### config.mk
export PLATFORM = sky130hd
export DESIGN_NAME = adaptive_frame_pacer_unit
export DESIGN_NICKNAME = d
export VERILOG_FILES = /design/src/rtl/afp_pkg.sv /design/src/rtl/afp_div.sv /design/src/rtl/afp_datapath.sv /design/src/rtl/afp_ctrl.sv /design/src/rtl/adaptive_frame_pacer_unit.sv
export SDC_FILE = /design/constraint.sdc
export NUM_CORES = 2
export LEC_CHECK = 0
export ABC_AREA = 1
export BUFFER_PORTS_ARGS = -buffer_cell sky130_fd_sc_hd__clkbuf_2
export CAP_MARGIN = 20
export CORE_UTILIZATION = 60
export CTS_BUF_LIST = sky130_fd_sc_hd__clkbuf_8
export DETAILED_ROUTE_END_ITERATION = 16
export PLACE_DENSITY = 0.78
export SETUP_SLACK_MARGIN = 0.05
export SYNTH_ARGS = -nofsm -noshare
export SYNTH_HDL_FRONTEND = slang
export SYNTH_HIERARCHICAL = 1
export SYNTH_SLANG_ARGS = --single-unit
### constraint.sdc
create_clock -name i_clk -period 17.4 [get_ports i_clk]
set_clock_uncertainty 0.1 [all_clocks]
set_input_delay 4.35 -clock i_clk [delete_from_list [all_inputs] [get_ports i_clk]]
set_output_delay 4.35 -clock i_clk [all_outputs]
set_load 0.01 [all_outputs]
### src/rtl/afp_pkg.sv
// ----------------------------------------------------------------------------
// Adaptive frame pacer package
// Shared constants, register indexes and the control and result types.
// ----------------------------------------------------------------------------
package afp_pkg;

    localparam int unsigned CFG_IDX_W = 3;
    localparam int unsigned CFG_DATA_W = 32;

    localparam logic [CFG_IDX_W-1:0] CFG_FRAME_MS        = 3'd0;
    localparam logic [CFG_IDX_W-1:0] CFG_TIMESTAMP_STEP  = 3'd1;
    localparam logic [CFG_IDX_W-1:0] CFG_MIN_LEAD        = 3'd2;
    localparam logic [CFG_IDX_W-1:0] CFG_MAX_LEAD        = 3'd3;
    localparam logic [CFG_IDX_W-1:0] CFG_TIMESTAMP_START = 3'd4;

    localparam logic [6:0]  RST_FRAME_MS        = 7'd20;
    localparam logic [15:0] RST_TIMESTAMP_STEP  = 16'd960;
    localparam logic [3:0]  RST_MIN_LEAD        = 4'd2;
    localparam logic [3:0]  RST_MAX_LEAD        = 4'd4;
    localparam logic [31:0] RST_TIMESTAMP_START = 32'd0;

    localparam logic REQ_PLAN   = 1'b0;
    localparam logic REQ_REPORT = 1'b1;

    localparam logic [9:0] US_PER_MS = 10'd1000;
    localparam logic [5:0] DIV_STEPS = 6'd32;

    typedef struct packed {
        logic load;
        logic div_start;
        logic plan_k;
        logic plan_cmp;
        logic plan_mul;
        logic plan_upd;
        logic rep_rd;
        logic rep_push;
        logic rep_base;
        logic rep_thr;
        logic rep_adapt;
        logic out_load;
    } t_afp_cmd;

    typedef struct packed {
        logic req_report;
        logic div_done;
    } t_afp_sts;

    typedef struct packed {
        logic        wait_needed;
        logic [31:0] wait_until_ms;
        logic [31:0] frames_skipped;
        logic [3:0]  take_frames;
        logic [31:0] first_timestamp;
        logic [3:0]  lead_frames;
        logic [31:0] frame_count;
    } t_afp_res;

endpackage

### src/rtl/afp_div.sv
// ----------------------------------------------------------------------------
// Adaptive frame pacer divider
// Restoring divider of a 32-bit dividend by a 7-bit divisor, one bit a cycle.
// ----------------------------------------------------------------------------
module afp_div (
    input  logic        i_clk,
    input  logic        i_rst_n,
    input  logic        i_start,
    input  logic [31:0] i_dividend,
    input  logic [6:0]  i_divisor,
    output logic        o_done,
    output logic [31:0] o_quotient
);
    import afp_pkg::*;

    logic [5:0]  r_cnt;
    logic        r_done;
    logic [31:0] r_quo;
    logic [6:0]  r_rem;
    logic [6:0]  r_div;
    logic [7:0]  rem_sh;
    logic        q_bit;
    logic [7:0]  n_rem;

    always_comb begin
        rem_sh = {r_rem, r_quo[31]};
        q_bit  = (rem_sh >= {1'b0, r_div});
        n_rem  = q_bit ? (rem_sh - {1'b0, r_div}) : rem_sh;
    end

    always_ff @(posedge i_clk) begin
        if (!i_rst_n) begin
            r_cnt  <= '0;
            r_done <= 1'b0;
        end else begin
            r_done <= 1'b0;
            if (i_start) begin
                r_cnt <= DIV_STEPS;
            end else if (r_cnt != '0) begin
                r_cnt <= r_cnt - 6'd1;
                if (r_cnt == 6'd1) begin
                    r_done <= 1'b1;
                end
            end
        end
    end

    always_ff @(posedge i_clk) begin
        if (i_start) begin
            r_quo <= i_dividend;
            r_rem <= '0;
            r_div <= i_divisor;
        end else if (r_cnt != '0) begin
            r_quo <= {r_quo[30:0], q_bit};
            r_rem <= n_rem[6:0];
        end
    end

    assign o_done     = r_done;
    assign o_quotient = r_quo;

endmodule

### src/rtl/afp_datapath.sv
// ----------------------------------------------------------------------------
// Adaptive frame pacer datapath
// Configuration, pacing state, send-time window and result register.
// ----------------------------------------------------------------------------
module afp_datapath #(
    parameter int unsigned WINDOW_SIZE = 5
) (
    input  logic                               i_clk,
    input  logic                               i_rst_n,
    input  logic                               i_cfg_we,
    input  logic [afp_pkg::CFG_IDX_W-1:0]      i_cfg_idx,
    input  logic [afp_pkg::CFG_DATA_W-1:0]     i_cfg_data,
    input  logic                               i_req_type,
    input  logic [31:0]                        i_now_ms,
    input  logic [7:0]                         i_buffered_frames,
    input  logic [23:0]                        i_send_us,
    input  logic [3:0]                         i_frames_sent,
    input  afp_pkg::t_afp_cmd                  i_cmd,
    output afp_pkg::t_afp_sts                  o_sts,
    output afp_pkg::t_afp_res                  o_res
);
    import afp_pkg::*;

    localparam int unsigned PTR_W  = (WINDOW_SIZE > 1) ? $clog2(WINDOW_SIZE) : 1;
    localparam int unsigned FILL_W = $clog2(WINDOW_SIZE + 1);
    localparam int unsigned TOT_W  = 24 + FILL_W;
    localparam int unsigned BASE_W = 17 + FILL_W;
    localparam int unsigned THR_W  = BASE_W + 4;

    logic [6:0]  r_frame_ms;
    logic [15:0] r_step;
    logic [3:0]  r_min_lead;
    logic [3:0]  r_max_lead;
    logic [31:0] r_ts_start;

    logic [31:0]       r_fi;
    logic [31:0]       r_ts;
    logic [3:0]        r_lead;
    logic [PTR_W-1:0]  r_wptr;
    logic [FILL_W-1:0] r_wfill;
    logic [TOT_W-1:0]  r_wtotal;
    logic [23:0]       r_win [WINDOW_SIZE];
    logic [23:0]       r_old;

    logic        r_req;
    logic [31:0] r_now;
    logic [7:0]  r_buf;
    logic [23:0] r_send_us;
    logic [3:0]  r_sent;

    logic signed [33:0] r_k;
    logic               r_wait;
    logic signed [33:0] r_late;
    logic [38:0]        r_until_prod;
    logic [31:0]        r_ts_inc;
    logic [BASE_W-1:0]  r_base;
    logic [THR_W-1:0]   r_thr_hi;
    logic [THR_W-1:0]   r_thr_lo;
    t_afp_res           r_res;

    logic [6:0]  fm_eff;
    logic        div_done;
    logic [31:0] quotient;
    logic        win_full;
    logic [3:0]  n_lead;
    logic [3:0]  batch;
    t_afp_res    n_res;
    logic signed [5:0] cur;
    logic signed [5:0] mn;
    logic signed [5:0] mx;

    assign fm_eff   = (r_frame_ms == 7'd0) ? 7'd1 : r_frame_ms;
    assign win_full = (r_wfill == FILL_W'(WINDOW_SIZE));

    afp_div u_div (
        .i_clk      (i_clk),
        .i_rst_n    (i_rst_n),
        .i_start    (i_cmd.div_start),
        .i_dividend (r_now),
        .i_divisor  (fm_eff),
        .o_done     (div_done),
        .o_quotient (quotient)
    );

    always_ff @(posedge i_clk) begin
        if (!i_rst_n) begin
            r_frame_ms <= RST_FRAME_MS;
            r_step     <= RST_TIMESTAMP_STEP;
            r_min_lead <= RST_MIN_LEAD;
            r_max_lead <= RST_MAX_LEAD;
            r_ts_start <= RST_TIMESTAMP_START;
        end else if (i_cfg_we) begin
            unique case (i_cfg_idx)
                CFG_FRAME_MS:        r_frame_ms <= i_cfg_data[6:0];
                CFG_TIMESTAMP_STEP:  r_step     <= i_cfg_data[15:0];
                CFG_MIN_LEAD:        r_min_lead <= i_cfg_data[3:0];
                CFG_MAX_LEAD:        r_max_lead <= i_cfg_data[3:0];
                CFG_TIMESTAMP_START: r_ts_start <= i_cfg_data[31:0];
                default: ;
            endcase
        end
    end

    always_comb begin
        mn  = $signed({2'b00, r_min_lead});
        mx  = $signed({2'b00, r_max_lead});
        cur = $signed({2'b00, r_lead});
        if (r_wtotal > TOT_W'(r_thr_hi)) begin
            cur = cur - 6'sd1;
            if (cur < mn) begin
                cur = mn;
            end
        end else if ((r_lead != 4'd0) && (r_wtotal < TOT_W'(r_thr_lo))) begin
            cur = cur + 6'sd1;
            if (cur > mx) begin
                cur = mx;
            end
        end
        if (cur < mn) begin
            cur = mn;
        end
        if (cur > mx) begin
            cur = mx;
        end
        if (cur < 6'sd0) begin
            cur = 6'sd0;
        end
        n_lead = cur[3:0];
    end

    always_ff @(posedge i_clk) begin
        if (!i_rst_n) begin
            r_fi     <= '0;
            r_ts     <= RST_TIMESTAMP_START;
            r_lead   <= RST_MIN_LEAD;
            r_wptr   <= '0;
            r_wfill  <= '0;
            r_wtotal <= '0;
        end else begin
            if (i_cmd.plan_upd && !r_wait) begin
                r_fi <= r_fi + r_late[31:0];
                r_ts <= r_ts + r_ts_inc;
            end
            if (i_cmd.rep_rd) begin
                r_fi <= r_fi + {28'd0, r_sent};
                r_ts <= r_ts + ({28'd0, r_sent} * {16'd0, r_step});
            end
            if (i_cmd.rep_push) begin
                if (!win_full) begin
                    r_wfill <= r_wfill + FILL_W'(1);
                end
                r_wtotal <= r_wtotal - (win_full ? TOT_W'(r_old) : '0)
                            + TOT_W'(r_send_us);
                if (r_wptr == PTR_W'(WINDOW_SIZE - 1)) begin
                    r_wptr <= '0;
                end else begin
                    r_wptr <= r_wptr + PTR_W'(1);
                end
            end
            if (i_cmd.rep_adapt) begin
                r_lead <= n_lead;
            end
        end
    end

    always_ff @(posedge i_clk) begin
        if (i_cmd.rep_rd) begin
            r_old <= r_win[r_wptr];
        end
        if (i_cmd.rep_push) begin
            r_win[r_wptr] <= r_send_us;
        end
    end

    always_ff @(posedge i_clk) begin
        if (i_cmd.load) begin
            r_req     <= i_req_type;
            r_now     <= i_now_ms;
            r_buf     <= i_buffered_frames;
            r_send_us <= i_send_us;
            r_sent    <= i_frames_sent;
        end
        if (i_cmd.plan_k) begin
            r_k <= $signed({2'b00, r_fi}) - $signed({30'd0, r_lead});
        end
        if (i_cmd.plan_cmp) begin
            r_wait       <= ($signed({2'b00, quotient}) < r_k);
            r_late       <= $signed({2'b00, quotient}) - r_k;
            r_until_prod <= {7'd0, r_k[31:0]} * {32'd0, fm_eff};
        end
        if (i_cmd.plan_mul) begin
            r_ts_inc <= r_late[31:0] * {16'd0, r_step};
        end
        if (i_cmd.rep_base) begin
            r_base <= BASE_W'(fm_eff) * BASE_W'(US_PER_MS) * BASE_W'(r_wfill);
        end
        if (i_cmd.rep_thr) begin
            r_thr_hi <= THR_W'(r_base) * THR_W'(r_lead);
            r_thr_lo <= THR_W'(r_base) * THR_W'(r_lead - 4'd1);
        end
        if (i_cmd.out_load) begin
            r_res <= n_res;
        end
    end

    always_comb begin
        if (r_buf == 8'd0) begin
            batch = 4'd1;
        end else if ({4'd0, r_lead} < r_buf) begin
            batch = r_lead;
        end else begin
            batch = r_buf[3:0];
        end
        n_res.wait_needed     = 1'b0;
        n_res.wait_until_ms   = '0;
        n_res.frames_skipped  = '0;
        n_res.take_frames     = '0;
        n_res.first_timestamp = r_ts;
        n_res.lead_frames     = r_lead;
        n_res.frame_count     = r_fi;
        if (r_req == REQ_PLAN) begin
            n_res.take_frames = batch;
            if (r_wait) begin
                n_res.wait_needed   = 1'b1;
                n_res.wait_until_ms = (r_until_prod[38:32] != '0) ? '1
                                                                  : r_until_prod[31:0];
            end else begin
                n_res.frames_skipped = (r_late[33:32] != '0) ? '1 : r_late[31:0];
            end
        end
    end

    assign o_sts.req_report = (r_req == REQ_REPORT);
    assign o_sts.div_done   = div_done;
    assign o_res            = r_res;

endmodule

### src/rtl/afp_ctrl.sv
// ----------------------------------------------------------------------------
// Adaptive frame pacer controller
// Sequences the plan and report steps and owns both handshakes.
// ----------------------------------------------------------------------------
module afp_ctrl (
    input  logic              i_clk,
    input  logic              i_rst_n,
    input  logic              i_in_valid,
    output logic              o_in_ready,
    output logic              o_out_valid,
    input  logic              i_out_ready,
    input  afp_pkg::t_afp_sts i_sts,
    output afp_pkg::t_afp_cmd o_cmd
);
    import afp_pkg::*;

    localparam logic [3:0] S_IDLE     = 4'd0;
    localparam logic [3:0] S_DECODE   = 4'd1;
    localparam logic [3:0] S_DIV_GO   = 4'd2;
    localparam logic [3:0] S_DIV_WAIT = 4'd3;
    localparam logic [3:0] S_P_K      = 4'd4;
    localparam logic [3:0] S_P_CMP    = 4'd5;
    localparam logic [3:0] S_P_MUL    = 4'd6;
    localparam logic [3:0] S_P_UPD    = 4'd7;
    localparam logic [3:0] S_R_RD     = 4'd8;
    localparam logic [3:0] S_R_PUSH   = 4'd9;
    localparam logic [3:0] S_R_BASE   = 4'd10;
    localparam logic [3:0] S_R_THR    = 4'd11;
    localparam logic [3:0] S_R_ADAPT  = 4'd12;
    localparam logic [3:0] S_FIN      = 4'd13;

    logic [3:0] r_state;
    logic [3:0] n_state;
    logic       r_out_valid;
    logic       n_out_valid;
    t_afp_cmd   cmd;

    always_comb begin
        n_state = r_state;
        cmd     = '0;
        unique case (r_state)
            S_IDLE: begin
                if (i_in_valid) begin
                    cmd.load = 1'b1;
                    n_state  = S_DECODE;
                end
            end
            S_DECODE:   n_state = i_sts.req_report ? S_R_RD : S_DIV_GO;
            S_DIV_GO: begin
                cmd.div_start = 1'b1;
                n_state       = S_DIV_WAIT;
            end
            S_DIV_WAIT: begin
                if (i_sts.div_done) begin
                    n_state = S_P_K;
                end
            end
            S_P_K: begin
                cmd.plan_k = 1'b1;
                n_state    = S_P_CMP;
            end
            S_P_CMP: begin
                cmd.plan_cmp = 1'b1;
                n_state      = S_P_MUL;
            end
            S_P_MUL: begin
                cmd.plan_mul = 1'b1;
                n_state      = S_P_UPD;
            end
            S_P_UPD: begin
                cmd.plan_upd = 1'b1;
                n_state      = S_FIN;
            end
            S_R_RD: begin
                cmd.rep_rd = 1'b1;
                n_state    = S_R_PUSH;
            end
            S_R_PUSH: begin
                cmd.rep_push = 1'b1;
                n_state      = S_R_BASE;
            end
            S_R_BASE: begin
                cmd.rep_base = 1'b1;
                n_state      = S_R_THR;
            end
            S_R_THR: begin
                cmd.rep_thr = 1'b1;
                n_state     = S_R_ADAPT;
            end
            S_R_ADAPT: begin
                cmd.rep_adapt = 1'b1;
                n_state       = S_FIN;
            end
            S_FIN: begin
                if (!r_out_valid || i_out_ready) begin
                    cmd.out_load = 1'b1;
                    n_state      = S_IDLE;
                end
            end
            default: n_state = S_IDLE;
        endcase
    end

    always_comb begin
        if (cmd.out_load) begin
            n_out_valid = 1'b1;
        end else if (i_out_ready) begin
            n_out_valid = 1'b0;
        end else begin
            n_out_valid = r_out_valid;
        end
    end

    always_ff @(posedge i_clk) begin
        if (!i_rst_n) begin
            r_state     <= S_IDLE;
            r_out_valid <= 1'b0;
        end else begin
            r_state     <= n_state;
            r_out_valid <= n_out_valid;
        end
    end

    assign o_in_ready  = (r_state == S_IDLE);
    assign o_out_valid = r_out_valid;
    assign o_cmd       = cmd;

endmodule

### src/rtl/adaptive_frame_pacer_unit.sv
// ----------------------------------------------------------------------------
// Adaptive frame pacer
// Plans frame batches against elapsed time and adapts the send-ahead lead.
// ----------------------------------------------------------------------------
// The input channel (i_valid/o_ready) takes one request word: a plan request
// with the elapsed time and buffer depth, or a report with the measured send
// time and frames sent. The output channel (o_valid/i_ready) returns one
// result word per request. Configuration is written through i_cfg_we,
// i_cfg_idx and i_cfg_data; the user must do so only while no request is
// in flight, as the block itself does not enforce it. A plan request runs
// the serial divider of the elapsed time by the frame length, then its
// target, compare, multiply and update steps. A report runs its read, push,
// base, threshold and adapt steps, one step per cycle. One request is
// processed at a time; the next word is accepted as soon as the previous
// result sits in the output register, even if it is not taken.
// When the receiver stalls, the result is held and the following request
// finishes its work and then waits until the output register frees up.
// Reset restores the default configuration, clears frame count, timestamp
// and send-time window, and sets the lead to the default minimum.
// ----------------------------------------------------------------------------
module adaptive_frame_pacer_unit #(
    parameter int unsigned WINDOW_SIZE = 5
) (
    input  logic                           i_clk,
    input  logic                           i_rst_n,
    input  logic                           i_cfg_we,
    input  logic [afp_pkg::CFG_IDX_W-1:0]  i_cfg_idx,
    input  logic [afp_pkg::CFG_DATA_W-1:0] i_cfg_data,
    input  logic                           i_valid,
    output logic                           o_ready,
    input  logic                           i_req_type,
    input  logic [31:0]                    i_now_ms,
    input  logic [7:0]                     i_buffered_frames,
    input  logic [23:0]                    i_send_us,
    input  logic [3:0]                     i_frames_sent,
    output logic                           o_valid,
    input  logic                           i_ready,
    output logic                           o_wait_needed,
    output logic [31:0]                    o_wait_until_ms,
    output logic [31:0]                    o_frames_skipped,
    output logic [3:0]                     o_take_frames,
    output logic [31:0]                    o_first_timestamp,
    output logic [3:0]                     o_lead_frames,
    output logic [31:0]                    o_frame_count
);
    import afp_pkg::*;

    t_afp_cmd cmd;
    t_afp_sts sts;
    t_afp_res res;

    afp_ctrl u_ctrl (
        .i_clk       (i_clk),
        .i_rst_n     (i_rst_n),
        .i_in_valid  (i_valid),
        .o_in_ready  (o_ready),
        .o_out_valid (o_valid),
        .i_out_ready (i_ready),
        .i_sts       (sts),
        .o_cmd       (cmd)
    );

    afp_datapath #(
        .WINDOW_SIZE (WINDOW_SIZE)
    ) u_dp (
        .i_clk             (i_clk),
        .i_rst_n           (i_rst_n),
        .i_cfg_we          (i_cfg_we),
        .i_cfg_idx         (i_cfg_idx),
        .i_cfg_data        (i_cfg_data),
        .i_req_type        (i_req_type),
        .i_now_ms          (i_now_ms),
        .i_buffered_frames (i_buffered_frames),
        .i_send_us         (i_send_us),
        .i_frames_sent     (i_frames_sent),
        .i_cmd             (cmd),
        .o_sts             (sts),
        .o_res             (res)
    );

    assign o_wait_needed     = res.wait_needed;
    assign o_wait_until_ms   = res.wait_until_ms;
    assign o_frames_skipped  = res.frames_skipped;
    assign o_take_frames     = res.take_frames;
    assign o_first_timestamp = res.first_timestamp;
    assign o_lead_frames     = res.lead_frames;
    assign o_frame_count     = res.frame_count;

endmodule

## After elaboration in Yosys (flattened, before gate mapping)

Memory sizes are Yosys's and may differ from the RTL's. A register that Yosys moved wholly into a read port is not among the register bits.
Cells that the tools add are included.
W data, S select, Z words.

| storage, ports and cells | value |
|---|---|
| input bits | 109 |
| memories kept | 1 |
| output and inout port bits | 139 |
| memory bits (writable) | 120 |
| logic and storage cells | 174 |
| bits in registers | 595 |

| cells by class | value |
|---|---|
| add/sub/neg operators | 15 |
| multiply operators | 7 |
| mux-type cells | 48 |
| order comparisons | 10 |
| eq/ne operators | 22 |
| reduce and logical (&&, ||, !) cells | 28 |
| bitwise operators | 4 |

Memory list:

| name | words | width | rd ports | clocked after Yosys merged registers in | wr ports | RTL line | text |
|---|---|---|---|---|---|---|---|
| u_dp.r_win | 5 | 24 | 1 | 1 | 1 | afp_datapath.sv:42 | `logic [23:0] r_win [WINDOW_SIZE];` |

Operators with widths:

| operator | count |
|---|---|
| $mux W32 | 8 |
| $add A32 B32 Y32 | 2 |
| $pmux W4 S13 | 1 |
| $mux W6 | 8 |
| $mul A32 B7 Y39 | 1 |
| $lt A33 B34 Y1 | 1 |
| $sub A33 B34 Y34 | 1 |
| $mux W33 | 1 |
| $sub A32 B4 Y33 | 1 |
| $add A32 B20 Y32 | 1 |
| $add A32 B4 Y32 | 1 |
| $mul A32 B16 Y32 | 1 |
| $add A27 B24 Y27 | 1 |
| $gt A27 B24 Y1 | 1 |
| $lt A27 B24 Y1 | 1 |
| $sub A27 B27 Y27 | 1 |
| $eq A4 B4 Y1 const B | 6 |
| $mul A17 B24 Y21 | 1 |
| $mux W24 | 1 |
| $mux W4 | 6 |
| $mul A17 B4 Y21 | 1 |
| $mul A4 B16 Y20 | 1 |
| $mux W1 | 20 |
| $mul A14 B3 Y17 | 1 |
| 38 further kinds | 66 |

## Logic depth before layout (Yosys ltp)

| depth | value |
|---|---|
| word-level depth | 11 |
| depth in mapped cells | 37 |
| mapped depth without buffers | 35 |

## By module

Netlist, hierarchy kept.

Modules (own cells, without submodules):

| module | instances | sequential area each (um2) | area an instance (um2) | cells each |
|---|---|---|---|---|
| afp_datapath | 1 | 19098.3 | 63837.5 | 7384 |
| afp_div | 1 | 1451.4 | 2621.3 | 298 |
| afp_ctrl | 1 | 100.1 | 387.9 | 69 |

## Least setup slack after synthesis

OpenSTA, ideal clock, no wires.

| timing path | value |
|---|---|
| path type | input -> register |
| from | input i_valid |
| to | register u_dp.r_buf[0] (enable) |
| data required time | 16719 ps |
| library setup time | 581 ps |
| path buffers | 0 |
| arrival | 9085 ps |
| stages | 2 |
| path slack | 7634 ps |
| cells stage by stage | inv_1 -> nor3_1 |

RTL lines:

| element | RTL line | text |
|---|---|---|
| start: declaration | adaptive_frame_pacer_unit.sv:29 | `input logic i_valid,` |
| end signal: assignment | afp_datapath.sv:179 | `r_buf <= i_buffered_frames;` |
| end: declaration | afp_datapath.sv:47 | `logic [7:0] r_buf;` |

## Final worst setup path

| timing path | value |
|---|---|
| from | register u_dp.r_frame_ms[6] |
| to | register u_dp.r_base[18], data pin |

| on the way | value |
|---|---|
| cells in the longest elaborated chain, start to end | 4 |

Ends and longest elaborated chain:

| element | RTL line | text |
|---|---|---|
| start: declaration | afp_datapath.sv:30 | `logic [6:0] r_frame_ms;` |
| start signal: assignment | afp_datapath.sv:94 | `CFG_FRAME_MS: r_frame_ms <= i_cfg_data[6:0];` |
| $logic_not A7 Y1 | afp_datapath.sv:72 | `assign fm_eff = (r_frame_ms == 7'd0) ? 7'd1 : r_frame_ms;` |
| $mux W7 (*) | afp_datapath.sv:72 |  |
| $mul A7 B7 Y14 (*) | afp_datapath.sv:195 | `r_base <= BASE_W'(fm_eff) * BASE_W'(US_PER_MS) * BASE_W'(r_wfill);` |
| $mul A14 B3 Y17 (*) | afp_datapath.sv:195 |  |
| end signal: assignment | afp_datapath.sv:195 |  |
| end: declaration | afp_datapath.sv:56 | `logic [BASE_W-1:0] r_base;` |

Mark *: on every way between the ends. The rest lies on a longest branch, timed or not.
A chain may end at the register's enable or synchronous reset.

==> impl_metrics.csv <==
group,metric,value,unit
status,status,"finished, final reports clean",
timing,hold_viol_final,0,
critical_path,crit_top_cell,"inv_1",
timing,rsz0062_at_grt,"false",
critical_path,cp-endpoint,"u_dp/r_base[18]",
die,die_height,336,um
critical_path,rr_endpoint,"u_dp/r_base[18]",
timing,relSlewSlack,0.198,
critical_path,crit_required,17.90,ns
detailed_routing,vias,52800,
die,die_w,336,um
finish,final_nets,9223,
power,p_sw,0.00249,W
detailed_routing,drt_iter0_drc,4414,
timing,worstMarginPinSlew,1.20,ns
timing,finalCriticalPeriod,7.60,ns
critical_path,ff2ff_path_depth,30,
hold_path,hold_path_class,"flop to flop",
clock_tree,cts_root_buf,"clkbuf_8",
yosys,yosys_register_bits,738,
clock_tree,cts_hold_buf,0,
timing,fmax,132,MHz
critical_path,crit_path_end_kind,"flop",
detailed_routing,dr.pass1.iters,7,
yosys,yosysSeqAreaShare,0.309,
detailed_routing,postRouteWirelength,178000,um
power,sw_frac_of_total,0.392,
clock_tree,cts_sinks,738,
finish,final_cell_mix,"inv_1 (1,704), nand2_1 (1,634), fa_1 (694), edfxtp_1 (587), nor2_1 (535)",
finish,drive_above_1_share,0.0749,
power,p_int,0.00386,W
clock_tree,cts_tree,"done",
yosys,syn_avg_cell_area,8.62,um2
clock_tree,cts.reportedPaths.clkPinSlew,0.07,ns
grt,antenna_found_initial,14,
power,peakVddDrop,0.101,mV
finish,layout.cells.most_common,"inv_1",
grt,grt_overflow,0,
critical_path,critPathMaxFanout,38,
critical_path,reg2reg_slack,9.80,ns
grt,grt_pass1_vias,52500,
timing,setup_ws,9.80,ns
critical_path,crit-reg2reg-launch,"u_dp/r_frame_ms[6]",
placement,gp_congestion,0.958,
finish,multi_input_area,0.0390,mm2
critical_path,crit_type,"flop to flop",
critical_path,cp.arrival,8.10,ns
yosys,syn-num-nets,9042,
clock_tree,cts_setup_buffers,0,
placement,dp_slack,9.80,ns
finish,area_delta_synth_final,7.88,%
finish,design_area,0.0721,mm2
finish,nFillCells,9121,
power,leakage,36.2,nW
timing,fin_crit_sh,0.437,
finish,register_area,0.0207,mm2
yosys,yosys_warnings,6,
placement,placed_area,0.0695,mm2
detailed_routing,wl_per_cell,18.7,um
die,die_area,0.113,mm2
clock_tree,cts_buffer_depth,3,
power,pwr-share-comb,0.388,
timing,setup_viol_count_final,0,
critical_path,critPathLaunchType,"flop",
placement,port_buffers,231,
grt,grt_max_degree,75,
die,coreArea,0.111,mm2
detailed_routing,drc_errors,0,
power,seq_power_share,0.358,
critical_path,cp-startpoint,"u_dp/r_frame_ms[6]",
die,rows,122,
critical_path,critPathSlowestCell,"dfxtp_2",
yosys,synth_flop_cell,"edfxtp_1",
placement,dpl.hpwl,137000,um
detailed_routing,via_per_inst,5.54,
die,initial_core_util,0.605,
clock_tree,cts-resized-gates,0,
clock_tree,cts_max_level,4,
die,io_pins,248,
clock_tree,numCtsBuffers,130,
power,p_per_area,88.0,mW/mm2
power,finalPower,0.00635,W
grt,grt_pass1_wl,281000,um
grt,grt_use_total,0.321,
critical_path,crit_path_max_incr_delay,0.93,ns
finish,final_core_util,0.653,
yosys,synth_edf_count,587,
timing,slew_viol_final,0,
flow_run,drv_cap,0,
yosys,syn_inst,7751,
yosys,synth_cell_type_count,71,
power,clockPowerShare,0.254,
clock_tree,clk_latency,0.86,ns
timing,tns,0,ns
yosys,netlist_area,0.0668,mm2
yosys,async_flop_share,0,
detailed_routing,drtAntennaViolNets,0,
==> final cells by class <==
cell class | instances | share of cell area
diodes | 3 | 0.000104
clock buffers | 140 | 0.0267
clock inverters | 101 | 0.00883
inverters | 1682 | 0.0876
multi-input cells | 5088 | 0.541
flip-flops and latches | 738 | 0.286
well taps | 1488 | 0.0258
repair buffers | 292 | 0.0231
==> power by group through the flow <==
| stage | Sequential [W] | Clock (W) | Combinational, W |
|---|---|---|---|
| global placement | 0.00230 | 0 | 0.00237 |
| global route | 0.00228 | 0.00171 | 0.00276 |
| detailed placement | 0.00230 | 0 | 0.00241 |
| CTS | 0.00227 | 0.00164 | 0.00244 |
| floorplan | 0.00224 | 0 | 0.00183 |
| finish | 0.00227 | 0.00161 | 0.00246 |
==> cell usage after synthesis, drive strengths merged, types with 2 or more instances <==
| library cell | count | area share |
|---|---|---|
| or2 | 16 | 0.0015 |
| a221oi | 4 | 0.00052 |
| nand3 | 216 | 0.017 |
| o21bai | 47 | 0.0056 |
| dfxtp | 151 | 0.045 |
| a21boi | 12 | 0.0014 |
| a211oi | 9 | 0.0012 |
| a21o | 29 | 0.0033 |
| nor3b | 2 | 0.00022 |
| buf | 51 | 0.0036 |
| nor4 | 17 | 0.0020 |
| clkbuf | 192 | 0.011 |
| nand4 | 46 | 0.0046 |
| xor2 | 172 | 0.023 |
| inv | 1676 | 0.094 |
| nor2 | 561 | 0.032 |
| edfxtp | 587 | 0.26 |
| and2 | 3 | 0.00028 |
| xnor2 | 94 | 0.012 |
| clkinv | 6 | 0.00034 |
| nand3b | 17 | 0.0019 |
| o211ai | 37 | 0.0043 |
| a31oi | 31 | 0.0029 |
| o221ai | 29 | 0.0038 |
| a21oi | 477 | 0.037 |
| o21ai | 343 | 0.026 |
| nor3 | 66 | 0.0056 |
| o2111ai | 5 | 0.00066 |
| o21a | 12 | 0.0013 |
| nand2 | 1646 | 0.093 |
| ha | 488 | 0.091 |
| fa | 694 | 0.21 |
| o31ai | 3 | 0.00034 |
==> critical path: cells and delay by family, from the launching register on <==
kind	cells	cell delay (ns)
buffers and inverters	8	0.79
xor gates and xnor gates	2	0.25
AOI/OAI and AO/OA	6	0.94
adders and majority gates	6	2.69
and+or+nand+nor	8	1.64
DFF	1	0.93
==> worst min-delay path by stage <==
stage	to	cells after the start	slack (ns)	start
6_report	u_dp/r_step[6]	2	0.36	u_dp/r_step[6]
5_1_grt	u_dp/u_div/r_rem[5]	2	0.40	u_dp/u_div/r_rem[5]
4_1_cts	u_dp/r_step[6]	2	0.36	u_dp/r_step[6]
3_5_place_dp	u_dp/r_step[6]	2	0.35	u_dp/r_step[6]
3_3_place_gp	u_dp/r_step[6]	2	0.34	u_dp/r_step[6]
2_1_floorplan	u_dp/o_res[34]	0	0.33	u_dp/r_lead[2]
==> stage by stage <==
stage          cells  hold WS (ns)
2_1_floorplan   7751         0.329
3_3_place_gp    9285         0.344
3_5_place_dp    9286         0.348
4_1_cts         9527         0.363
5_1_grt         9531         0.399
6_report        9532         0.360
==> layer usage <==
metal	part of all wire	global-route usage	up-vias
met5	0.00030	0	-
met4	0.044	0.142	8
met3	0.090	0.0660	435
met2	0.45	0.504	2272
met1	0.41	0.432	25400
li1	-	-	24600
==> registers in the layout, indices dropped and copies added, names as in the netlist, 6 cells and up <==
name / cells
u_dp/r_win: 120
u_dp/r_k: 33
u_dp/r_until_prod: 39
u_dp/r_ts_inc: 32
u_dp/u_div/r_cnt: 6
u_dp/r_late: 34
u_dp/u_div/r_div: 7
u_dp/u_div/o_quotient: 32
u_dp/r_wtotal: 27
u_dp/r_send_us: 24
u_dp/r_old: 24
u_dp/r_base: 17
u_dp/r_now: 32
u_dp/r_thr_hi: 21
u_dp/r_buf: 8
u_dp/r_thr_lo: 21
u_dp/r_ts: 32
u_dp/r_frame_ms: 7
u_dp/r_step: 16
u_dp/o_res: 137
u_dp/u_div/r_rem: 7
u_dp/r_fi: 32
==> kinds of logic (layout without fill, tap and decap cells) <==
family	Yosys count	after routing	synth area share
fa+ha+maj	1182	1182	0.299
flops	738	738	0.309
simple gates	2593	2593	0.158
compound gates	1047	1047	0.0897
xor+xnor	266	266	0.0349
other cells	0	3	0
buf+inv	1925	2215	0.109
Note: power is estimated with default switching activity, not from simulation.
